==> config.mk <==
export PLATFORM = sky130hd
export DESIGN_NAME = psl_ctrl
export DESIGN_NICKNAME = d
export VERILOG_FILES = /design/src/psl_pkg.sv /design/src/psl_ctrl.sv
export SDC_FILE = /design/constraint.sdc
export NUM_CORES = 1
export LEC_CHECK = 0
export ABC_AREA = 1
export BUFFER_PORTS_ARGS = -buffer_cell sky130_fd_sc_hd__buf_2
export CAP_MARGIN = 0
export CORE_AREA = 3 3 40 42
export DETAILED_ROUTE_END_ITERATION = 8
export DIE_AREA = 0 0 43 45
export HOLD_SLACK_MARGIN = 0.02
export PLACE_DENSITY = 0.72
export SETUP_SLACK_MARGIN = 0.5
export SYNTH_ARGS = -nofsm -noshare
export SYNTH_HDL_FRONTEND = slang
export SYNTH_SLANG_ARGS = --single-unit
==> constraint.sdc <==
create_clock -name clk -period 1.5 [get_ports clk]
set_clock_uncertainty 0.1 [all_clocks]
set_input_delay 0.15 -clock clk [delete_from_list [all_inputs] [get_ports clk]]
set_output_delay 0.15 -clock clk [all_outputs]
set_load 0.03 [all_outputs]
==> src/psl_pkg.sv <==
// Package for the per-source connection limiter.
// Holds table sizes, field widths, status codes, controller states and the
// command and status structs between controller and datapath. No dependencies.
package psl_pkg;

  // Table depth and derived widths.
  localparam int MAX_CONN = 64;
  localparam int IDX_W    = (MAX_CONN > 1) ? $clog2(MAX_CONN) : 1;
  localparam int CNT_W    = 7;

  // Field widths fixed by the interface.
  localparam int ADDR_W   = 64;
  localparam int HANDLE_W = 16;
  localparam int STAT_W   = 3;
  localparam int CFG_IDX_W  = 2;
  localparam int CFG_DATA_W = 7;

  // Table entry layouts.
  localparam int SRC_W  = 2 * ADDR_W + CNT_W;
  localparam int CONN_W = HANDLE_W + 2 * ADDR_W;

  // Reset values of the limit registers.
  localparam logic [CNT_W-1:0] MAX_TOTAL_RST   = CNT_W'(40);
  localparam logic [CNT_W-1:0] MAX_PER_SRC_RST = CNT_W'(40);

  // Configuration register indexes.
  localparam logic [CFG_IDX_W-1:0] CFG_MAX_TOTAL   = CFG_IDX_W'(0);
  localparam logic [CFG_IDX_W-1:0] CFG_MAX_PER_SRC = CFG_IDX_W'(1);

  // Request codes.
  localparam logic FUNC_OPEN  = 1'b0;
  localparam logic FUNC_CLOSE = 1'b1;

  // Result status codes.
  typedef enum logic [STAT_W-1:0] {
    ST_ALLOW     = 3'd0,
    ST_DENY_SRC  = 3'd1,
    ST_DENY_FULL = 3'd2,
    ST_CLOSED    = 3'd3,
    ST_UNKNOWN   = 3'd4
  } status_t;

  // Controller states.
  typedef enum logic [3:0] {
    S_IDLE,
    S_SRC_RD,
    S_SRC_CMP,
    S_OPEN_DECIDE,
    S_CONN_RD,
    S_CONN_CMP,
    S_CONN_LAST_RD,
    S_CONN_MOVE,
    S_CLOSE_SRC,
    S_SRC_LAST_RD,
    S_SRC_MOVE,
    S_RESULT
  } state_t;

  // Commands from controller to datapath.
  typedef struct packed {
    logic    load;
    logic    idx_clr;
    logic    idx_inc;
    logic    src_rd_last;
    logic    conn_rd_last;
    logic    src_hit;
    logic    conn_hit;
    logic    open_allow;
    logic    total_dec;
    logic    conn_move;
    logic    src_dec;
    logic    src_move;
    logic    set_code;
    status_t code;
    logic    res_load;
  } cmd_t;

  // Status from datapath to controller. req_func is the request code on the
  // input ports; func is the code of the request being worked on.
  typedef struct packed {
    logic req_func;
    logic func;
    logic src_end;
    logic src_match;
    logic conn_end;
    logic conn_match;
    logic full;
    logic per_src;
    logic src_found;
    logic last_conn_of_src;
  } stat_t;

endpackage

==> src/psl_ctrl.sv <==
// Controller of the per-source connection limiter: sequences the table
// searches and updates. Depends on psl_pkg.
module psl_ctrl
  import psl_pkg::*;
(
  input  logic  clk,
  input  logic  rst_n,
  input  logic  start,
  output logic  busy,
  input  stat_t st,
  output cmd_t  cmd
);

  state_t state_r, state_nxt;

  // State register.
  always_ff @(posedge clk) begin
    if (!rst_n) begin
      state_r <= S_IDLE;
    end else begin
      state_r <= state_nxt;
    end
  end

  assign busy = (state_r != S_IDLE);

  // Next state and commands.
  always_comb begin
    state_nxt = state_r;
    cmd       = '0;
    cmd.code  = ST_ALLOW;
    unique case (state_r)
      // The request is branched on as it arrives, before it is latched.
      S_IDLE: begin
        if (start) begin
          cmd.load  = 1'b1;
          state_nxt = (st.req_func == FUNC_CLOSE) ? S_CONN_RD : S_SRC_RD;
        end
      end
      // The read address is the scan index; the registered read data is compared in S_SRC_CMP.
      S_SRC_RD: begin
        if (st.src_end) begin
          state_nxt = (st.func == FUNC_CLOSE) ? S_CLOSE_SRC : S_OPEN_DECIDE;
        end else begin
          state_nxt = S_SRC_CMP;
        end
      end
      S_SRC_CMP: begin
        if (st.src_match) begin
          cmd.src_hit = 1'b1;
          state_nxt   = (st.func == FUNC_CLOSE) ? S_CLOSE_SRC : S_OPEN_DECIDE;
        end else begin
          cmd.idx_inc = 1'b1;
          state_nxt   = S_SRC_RD;
        end
      end
      // The full check takes priority over the per-source check.
      S_OPEN_DECIDE: begin
        cmd.set_code = 1'b1;
        if (st.full) begin
          cmd.code = ST_DENY_FULL;
        end else if (st.per_src) begin
          cmd.code = ST_DENY_SRC;
        end else begin
          cmd.code       = ST_ALLOW;
          cmd.open_allow = 1'b1;
        end
        state_nxt = S_RESULT;
      end
      S_CONN_RD: begin
        if (st.conn_end) begin
          cmd.set_code = 1'b1;
          cmd.code     = ST_UNKNOWN;
          state_nxt    = S_RESULT;
        end else begin
          state_nxt = S_CONN_CMP;
        end
      end
      S_CONN_CMP: begin
        if (st.conn_match) begin
          cmd.conn_hit = 1'b1;
          state_nxt    = S_CONN_LAST_RD;
        end else begin
          cmd.idx_inc = 1'b1;
          state_nxt   = S_CONN_RD;
        end
      end
      S_CONN_LAST_RD: begin
        cmd.conn_rd_last = 1'b1;
        state_nxt        = S_CONN_MOVE;
      end
      // Last connection moves into the freed slot; then find its source.
      S_CONN_MOVE: begin
        cmd.conn_move = 1'b1;
        cmd.total_dec = 1'b1;
        cmd.idx_clr   = 1'b1;
        state_nxt     = S_SRC_RD;
      end
      S_CLOSE_SRC: begin
        cmd.code = ST_CLOSED;
        if (st.src_found) begin
          cmd.src_dec = 1'b1;
          if (st.last_conn_of_src) begin
            state_nxt = S_SRC_LAST_RD;
          end else begin
            cmd.set_code = 1'b1;
            state_nxt    = S_RESULT;
          end
        end else begin
          cmd.set_code = 1'b1;
          state_nxt    = S_RESULT;
        end
      end
      S_SRC_LAST_RD: begin
        cmd.src_rd_last = 1'b1;
        state_nxt       = S_SRC_MOVE;
      end
      S_SRC_MOVE: begin
        cmd.src_move = 1'b1;
        cmd.set_code = 1'b1;
        cmd.code     = ST_CLOSED;
        state_nxt    = S_RESULT;
      end
      S_RESULT: begin
        cmd.res_load = 1'b1;
        state_nxt    = S_IDLE;
      end
      default: begin
        state_nxt = S_IDLE;
      end
    endcase
  end

endmodule

==> results of run 1 <==
[stage by stage]
step                setup TNS (ps)  std cells   util  area (um^2)  hold WS (ps)
global placement                 0        137  0.613          788           316
global route                  -758        160  0.924         1190          65.9
finish                        -320        160  0.924         1190          65.3
floorplan                        0         93      -          634           174
detailed placement               0        137  0.613          788           315
CTS                          -2.74        155  0.865         1110          68.3
[Yosys cell counts, drive strengths merged]
master / instances
inv: 21
and3: 1
nand2: 21
o211ai: 2
nand3: 8
buf: 2
dfxtp: 4
nor3: 1
a22oi: 1
nor2: 23
a21oi: 2
o21ai: 3
nand4: 3
o32ai: 1
[critical path, stage by stage (launching register included)]
cell     delay (ps)
dfxtp_4         370
nor2_2          210
nand2_4         130
nand2_2         120
inv_2            60
nand3_4          50
buf_6           130
[how the worst min path moves through the flow]
stage	from	to	depth (start not counted)
floorplan	rst_n	state_r[3]	2
global placement	rst_n	state_r[1]	3
detailed placement	rst_n	state_r[2]	3
CTS	rst_n	state_r[0]	3
global route	rst_n	state_r[2]	3
finish	rst_n	state_r[0]	3
[logic make-up after synthesis]
| logic type | count (synthesis) | synth area share |
|---|---|---|
| DFF | 4 | 0.160 |
| AOI/OAI and AO/OA | 9 | 0.123 |
| buffers and inverters | 23 | 0.187 |
| and+or+nand+nor | 57 | 0.530 |
[routing by layer]
metal,share of wire,GRT usage,wire length (um),vias up
li1,-,-,-,392
met1,0.38,0.261,1040,425
met2,0.50,0.422,1390,69
met3,0.082,0.0518,226,14
met4,0.036,0.0241,99,0
met5,0,0,0,-
[timing repair]
item,CTS,global route
setup endpoints to repair,22,22
setup buffers,14,5
resized for setup,60,10
cloned,0,0
pin swaps,14,6
[area by class of cell]
cell class | instances | area (um^2)
Multi-Input combinational cell | 66 | 529
Timing Repair Buffer | 50 | 424
Fill cell | 50 | 97.6
Tap cell | 15 | 18.8
Inverter | 21 | 93.8
Clock buffer | 4 | 26.3
Sequential cell | 4 | 95.1
[report_power, final]
part	switching [uW]	internal (uW)	leakage [uW]	total (uW)
Sequential	141	181	0.0000356	322
Clock	70.0	101	0.0000150	171
Combinational	1180	925	0.000551	2110
Total	1400	1210	0.000601	2600
==> metrics.txt, run 1 <==
global-route wire length before repair=3240 um; worst vdd ir=0.00148 V; Reg clk slew, reported paths=60 ps; RD Place Congestion=0.801; number of flip-flops in the largest register=4; vias in the first global route=737; area delta synth->final=137%; n_diodes=0; fin crit share=1.06; clk sinks=4; Synth Area per Inst=5.38 um^2; worst r2r src=state_r[0]; post-synth top area share=0.160; crit end category=output pin; worst r2r dst=state_r[2]; Worst Setup SP=state_r[3]; cts-stage hold buffer count=0; Slew @ Worst Pin=259 ps; CTS HTree Levels=1; nets@finish=159; CP arrival=1340 ps; total CTS buffers=3; Cell Rows=13; grt total ovfl=0; Initial Util=0.389; Final Setup Violations=9; via/cell ratio=5.63; antenna-violating nets left=0; Post-DP HPWL=1290 um; clk root buf=clkbuf_4; register area share after synthesis=0.160; number of distinct library cells after synthesis=19; setup ws final=-93.0 ps; DRT iter0 DRCs=38; DRC Markers=0; Peak Freq=628 MHz; Die Y-Extent=45 um; gate count after technology mapping=93; synthesized cell area=500 um^2; pin count of the biggest net entering global routing=7; Pleak=0.000601 uW; status=finished, violations left; commonest non-fill, non-tap cell in the layout=buf_6; die extent in x=43 um; ranking of synthesized cells by area=dfxtp_1 (16%), nand2_1 (15%), inv_1 (13%); CP Launch Type=register; final wirelength=2750 um; Ys Warns=0; Tmin final=1590 ps; reg2reg path depth=8; Crit Path Class=register to output pin; WP data required=1250 ps; RSZ-0062 raised after global routing=yes; CP endpoint=cmd[4]; Largest Register=state_r; fin. max-slew vios=0; CTS tree=done; Slew HR=0.826; Cell Pwr Density=2190 nW/um^2; wire length per cell=17.2 um; worst hold path class=input pin to register; clk_lat worst skew=260 ps; via total after detailed routing=900; largest area contributor in the netlist=dfxtp_1; total core area=1280 um^2; Top Registers=state_r x4; Die ar.=1940 um^2; Worst R2R Setup Slack=50 ps; Max-cap violations=0; GRT Resource Usage Total=0.222; Initial DRT Pass Iterations=4; failing checks=setup timing; syn_nets=106; clk buf depth=2; io pins=31; most frequent cells in the layout=buf_6 (21), buf_4 (17), nor2_4 (12), nand2_1 (12), buf_2 (12); layout cells sized above 1=0.724; crit-path max FO=5; Synth Register Bits=4; worst slack at placement=104 ps; final hold violations=0; antenna violations before repair=0; PortBufs=30; Design Power=2600 uW
Note: power is estimated with default switching activity, not from simulation.
==> run 2, diff against run 1 <==
CORE_AREA = default   (was 3 3 40 42)
CORE_MARGIN = 3   (was default)
CORE_UTILIZATION = 37   (was default)
DIE_AREA = default   (was 0 0 43 45)
PLACE_DENSITY = 0.73   (was 0.72)
clock period = 1.3 ns   (was 1.5 ns; I/O delays follow)
==> run 2 against run 1 <==
Net effect: the run now fails in 5_1_grt; synthesized area did not move; synthesized cell count did not move.
==> metrics.txt, run 2 <==
Synth Register Bits=4; Synth Area per Inst=5.38 um^2; Ys Warns=0; clk root buf=clkbuf_4; io pins=31; first error message=[ERROR DPL-0033] detailed placement checks failed during check placement.; total CTS buffers=3; gate count after technology mapping=93; status=stopped before the end; Synth top cells by count=nand2_1 (20), inv_1 (17), nor2_1 (16); Async SR Flop Fraction=0; Initial Util=0.422; PortBufs=30; Die Y-Extent=42.8 um; clk sinks=4; CTS HTree Levels=1; antenna violations before repair=0; Cell Rows=12; failing step=5_1_grt; ranking of synthesized cells by area=dfxtp_1 (16%), nand2_1 (15%), inv_1 (13%); register area share after synthesis=0.160; WEP type=primary output; post-GRT worst EP=cmd[16]; Primary FF master, synth=dfxtp_1; RD Place Congestion=0.835; EDFF count, synth=0; clk buf depth=2; pin count of the biggest net entering global routing=7; most common cell in the synthesized netlist=nand2_1; post-synth top area share=0.160; die extent in x=42.8 um; largest area contributor in the netlist=dfxtp_1; Post-DP HPWL=1350 um; synthesized cell area=500 um^2; syn_nets=106; number of distinct library cells after synthesis=19
[run 2: cell counts after synthesis]
Identical to the previous run, type by type.
[run 2: timing repair]
action	in CTS
resized for setup	49
pin swaps	10
setup endpoints to repair	22
buffers inserted	6
hold buffers	0
[run 2: kinds of logic after synthesis]
family / Yosys count / synth area share
flops: 4 / 0.160
buf+inv: 23 / 0.187
simple gates: 57 / 0.530
compound gates: 9 / 0.123
[run 2: stage by stage]
step	std cells	area, um^2	setup TNS [ps]	utilization	worst slack, ps
2_1_floorplan	93	663	0	-	101
3_3_place_gp	141	857	-17.4	0.723	-17.4
3_5_place_dp	141	857	-45.7	0.723	-36.2
4_1_cts	151	1070	-2170	0.906	-190
==> run 3, diff against run 2 <==
CORE_AREA = 3 3 64 66   (was default)
CORE_MARGIN = default   (was 3)
CORE_UTILIZATION = default   (was 37)
DIE_AREA = 0 0 67 69   (was default)
HOLD_SLACK_MARGIN = default   (was 0.02)
PLACE_DENSITY = default   (was 0.73)
PLACE_DENSITY_LB_ADDON = 0.15   (was default)
SETUP_SLACK_MARGIN = default   (was 0.5)
clock period = 1.69 ns   (was 1.3 ns; I/O delays follow)
==> run 3 against run 2 <==
Net effect: the run now ends clean.
==> metrics.txt, run 3 (synthesis gave the netlist of run 1 again) <==
Initial Util=0.138; clk buf depth=2; clk root buf=clkbuf_8; CP Launch Type=register; CP Depth=6; RSZ-0062 raised after global routing=yes; Switch Pwr=765 uW; CTS HTree Levels=1; via total after detailed routing=680; clk sinks=4; DRT iter0 DRCs=33; GRT Resource Usage Total=0.0820; Post CTS Setup Buffer Count=0; global-route wire length before repair=2960 um; number of flip-flops in the largest register=4; fin crit share=0.930; Worst Hold Depth=3; Top Registers=state_r x4; Die Y-Extent=69 um; crit-path max FO=5; final wirelength=1790 um; Cell Rows=22; Placed Area=703 um^2; nets@finish=140; P_int=587 uW; Cell Pwr Density=1760 nW/um^2; crit end category=output pin; final instance area=767 um^2; DRC Markers=0; CTS tree=done; Die ar.=4620 um^2; placed insts=170; CP max stage cell=dfxtp_2; antenna-violating nets left=0; Net Sw Frac=0.566; worst hold path class=input pin to register; Design Power=1350 uW; Seq pwr share=0.165; grt total ovfl=0; status=complete, no violations; setup TNS=0 ps; WP data required=1420 ps; commonest non-fill, non-tap cell in the layout=buf_2; RD Place Congestion=0.786; Crit Path Class=register to output pin; critical path's top delay family=simple AND/OR/NAND/NOR gates; Slew @ Worst Pin=241 ps; PortBufs=30; io pins=31; layout cells sized above 1=0.408; worst vdd ir=0.000334 V; Initial DRT Pass Iterations=2; n_diodes=0; Post-DP HPWL=1580 um; Tmin final=1570 ps; antenna violations before repair=0; Largest Register=state_r; non-filler cells, final=173; vias in the first global route=686; Max-cap violations=0; die extent in x=67 um; via/cell ratio=3.93; total CTS buffers=3; reg2reg path depth=7; wire length per cell=10.3 um; final hold violations=0; Final Setup Violations=0; Slew HR=0.838; total core area=3630 um^2; combinational share of power=0.692; crit path cell chain=nor2_2, nand2_2, nand2_1, inv_1, nand3_1, clkbuf_4; CP arrival=1300 ps; fin. max-slew vios=0; CP max stage delay=340 ps; area delta synth->final=53.3%; Reg clk slew, reported paths=30 ps; clock share of power=0.143; Peak Freq=636 MHz; Pleak=0.000461 uW; pin count of the biggest net entering global routing=7; CP bufs+invs=2; clk_lat worst skew=210 ps; most frequent cells in the layout=buf_2 (27), nand2_1 (20), inv_1 (17)
-- run 3: area by class of cell --
cell class / instances / area [um^2]
multi-input cells: 66 / 337
fillers: 456 / 2870
well taps: 48 / 60.1
inverters: 21 / 78.8
flip-flops and latches: 4 / 85.1
repair buffers: 31 / 165
clock buffers: 3 / 41.3
-- run 3: repair_timing --
item	4_1_cts	5_1_grt
endpoints found under the hold margin	0	0
hold buffers	0	0
setup endpoints to repair	0	7
resized for setup	0	9
-- run 3: worst min-delay path: stages --
cell	delay, ps
buf_2	110
o211ai_2	70
nor2_1	40
-- run 3: metal layers --
metal	share of wire	wire (um)	up-vias	global-route usage
li1	-	-	356	-
met3	0.069	123	0	0.0244
met4	0	0	0	0.0270
met5	0	0	-	0
met1	0.42	751	306	0.0950
met2	0.51	914	18	0.140
-- run 3: final timing paths --
path                                 start  slack (ps)         end
worst max-delay path            state_r[3]         120      cmd[4]
worst min-delay path                 rst_n         130  state_r[0]
worst max register to register  state_r[1]         380  state_r[1]
worst min register to register  state_r[3]         570  state_r[0]
-- run 3: power groups by stage --
| stage | clock network (uW) | registers (uW) | logic [uW] |
|---|---|---|---|
| finish | 194 | 222 | 936 |
| global route | 208 | 233 | 1050 |
| CTS | 199 | 204 | 924 |
| detailed placement | 0 | 206 | 917 |
| global placement | 0 | 205 | 927 |
| floorplan | 0 | 192 | 679 |
-- run 3: metrics by stage --
step / util / hold slack (ps) / setup slack [ps]
floorplan: - / 201 / 8.04
global placement: 0.194 / 355 / 244
detailed placement: 0.194 / 356 / 243
CTS: 0.205 / 139 / 16.3
global route: 0.211 / 153 / -6.90
finish: 0.211 / 130 / 118
==> run 4, diff against run 3 <==
==> constraint.sdc (replaced) <==
create_clock -name clk -period 1.69 [get_ports clk]
set_clock_uncertainty 0.1 [all_clocks]
set_input_delay 0.338 -clock clk [delete_from_list [all_inputs] [get_ports clk]]
set_output_delay 0.338 -clock clk [all_outputs]
set_load 0.03 [all_outputs]
==> run 4 against run 3 <==
Net effect: core utilization rose by 3.9 points; design area rose by 18%; highest routed layer unchanged; critical path depth did not move; sequential share of layout area fell by 0.61 points.
==> metrics.txt, run 4 (synthesis gave the netlist of run 1 again) <==
status=complete, no violations; vias in the first global route=686; Largest Register=state_r; CP Launch Type=register; Final Setup Violations=0; n_diodes=0; worst vdd ir=0.000274 V; Die Y-Extent=69 um; CP Depth=6; CTS HTree Levels=1; grt total ovfl=0; crit path cell chain=inv_4, nand2_2, nor2_2, inv_1, o32ai_2, buf_4; CP max stage cell=dfxtp_4; area taken by multi-input logic gates=394 um^2; critical path's top delay family=flip-flops; RSZ-0062 raised after global routing=yes; CP endpoint=cmd[14]; Cell Rows=22; worst r2r src=state_r[1]; Reg clk slew, reported paths=30 ps; number of flip-flops in the largest register=4; most frequent cells in the layout=buf_2 (19), nand2_1 (13), inv_1 (13), nor2_1 (13), buf_4 (13); DRC Markers=0; Worst Setup SP=state_r[2]; Top Registers=state_r x4; layout cells sized above 1=0.562; Fin Hold WS=289 ps; final hold violations=0; clk sinks=4; CP arrival=1200 ps; Worst R2R Setup Slack=450 ps; area delta synth->final=81.3%; clk buf depth=2; clk_lat worst skew=220 ps; cts-stage hold buffer count=0; Slew @ Worst Pin=271 ps; worst hold path class=input pin to register; Final Util=0.250; PortBufs=30; fillers=426; RD Place Congestion=0.736; Initial Util=0.138; Max-cap violations=0; Initial DRT Pass Iterations=4; die extent in x=67 um; io pins=31; pin count of the biggest net entering global routing=7; met3 usage=0.0261; CTS tree=done; GRT Resource Usage Total=0.0813; via total after detailed routing=674; global-route wire length before repair=2930 um; fin crit share=0.970; Cell Pwr Density=1860 nW/um^2; wire length per cell=10.4 um; Sequential Area=95.1 um^2; GR Util met1=0.0775; Slew HR=0.817; Peak Freq=610 MHz; Pleak=0.000509 uW; via/cell ratio=3.79; DRT iter0 DRCs=29; antenna-violating nets left=0; reg2reg path depth=9; CP max stage delay=370 ps; total CTS buffers=3; antenna violations before repair=0; commonest non-fill, non-tap cell in the layout=buf_2; final wirelength=1850 um; Crit Path Class=register to output pin; crit end category=output pin; fin. max-slew vios=0; worst r2r dst=state_r[1]; Post-DP HPWL=1570 um; crit-path max FO=5; CP bufs+invs=3; Die ar.=4620 um^2; busiest grt layer=met2; setup TNS=0 ps; WP data required=1250 ps; clk root buf=clkbuf_8; total core area=3630 um^2; Tmin final=1640 ps; met2 GRT Util=0.159; nets@finish=145
[run 4: metal layers]
| layer | vias up | part of all wire |
|---|---|---|
| met3 | 0 | 0.067 |
| met4 | 0 | 0 |
| met2 | 14 | 0.56 |
| met1 | 298 | 0.38 |
| met5 | - | 0 |
| li1 | 362 | - |
[run 4: worst min-delay path by stage]
stage	cells past startpoint	end	startpoint
4_1_cts	3	state_r[0]	rst_n
3_3_place_gp	3	state_r[0]	rst_n
2_1_floorplan	2	state_r[3]	rst_n
6_report	3	state_r[0]	rst_n
3_5_place_dp	3	state_r[0]	rst_n
5_1_grt	3	state_r[2]	rst_n
[run 4: where the power goes]
part	switching [uW]	internal, uW
sequential	95.3	161
clock	47.8	152
combinational	748	484
total	891	797
[run 4: through the flow]
stage	instances	cell area (um^2)	setup slack, ps	power (uW)
CTS	175	806	0.459	1480
finish	178	907	51.2	1690
detailed placement	171	721	95.4	1160
global placement	171	721	92.7	1180
global route	178	907	-15.1	1830
floorplan	93	510	-90.2	885
[run 4: final cells by class]
class                           instances  area share
Clock buffer                            3      0.0455
Inverter                               21      0.0952
Multi-Input combinational cell         66       0.434
Sequential cell                         4       0.105
Tap cell                               48      0.0662
Timing Repair Buffer                   36       0.254
[run 4: what timing repair did]
item                                    4_1_cts  5_1_grt
buffers inserted                              1        3
pin swaps                                     2        5
endpoints found under the setup margin       14       10
resized for setup                            15       34
[run 4: worst reg2reg max path: cells and delay by family (launching register included)]
kind,cells,cell delay (ps)
AND/OR/NAND/NOR,6,390
buffers and inverters,3,280
flip-flops,1,360
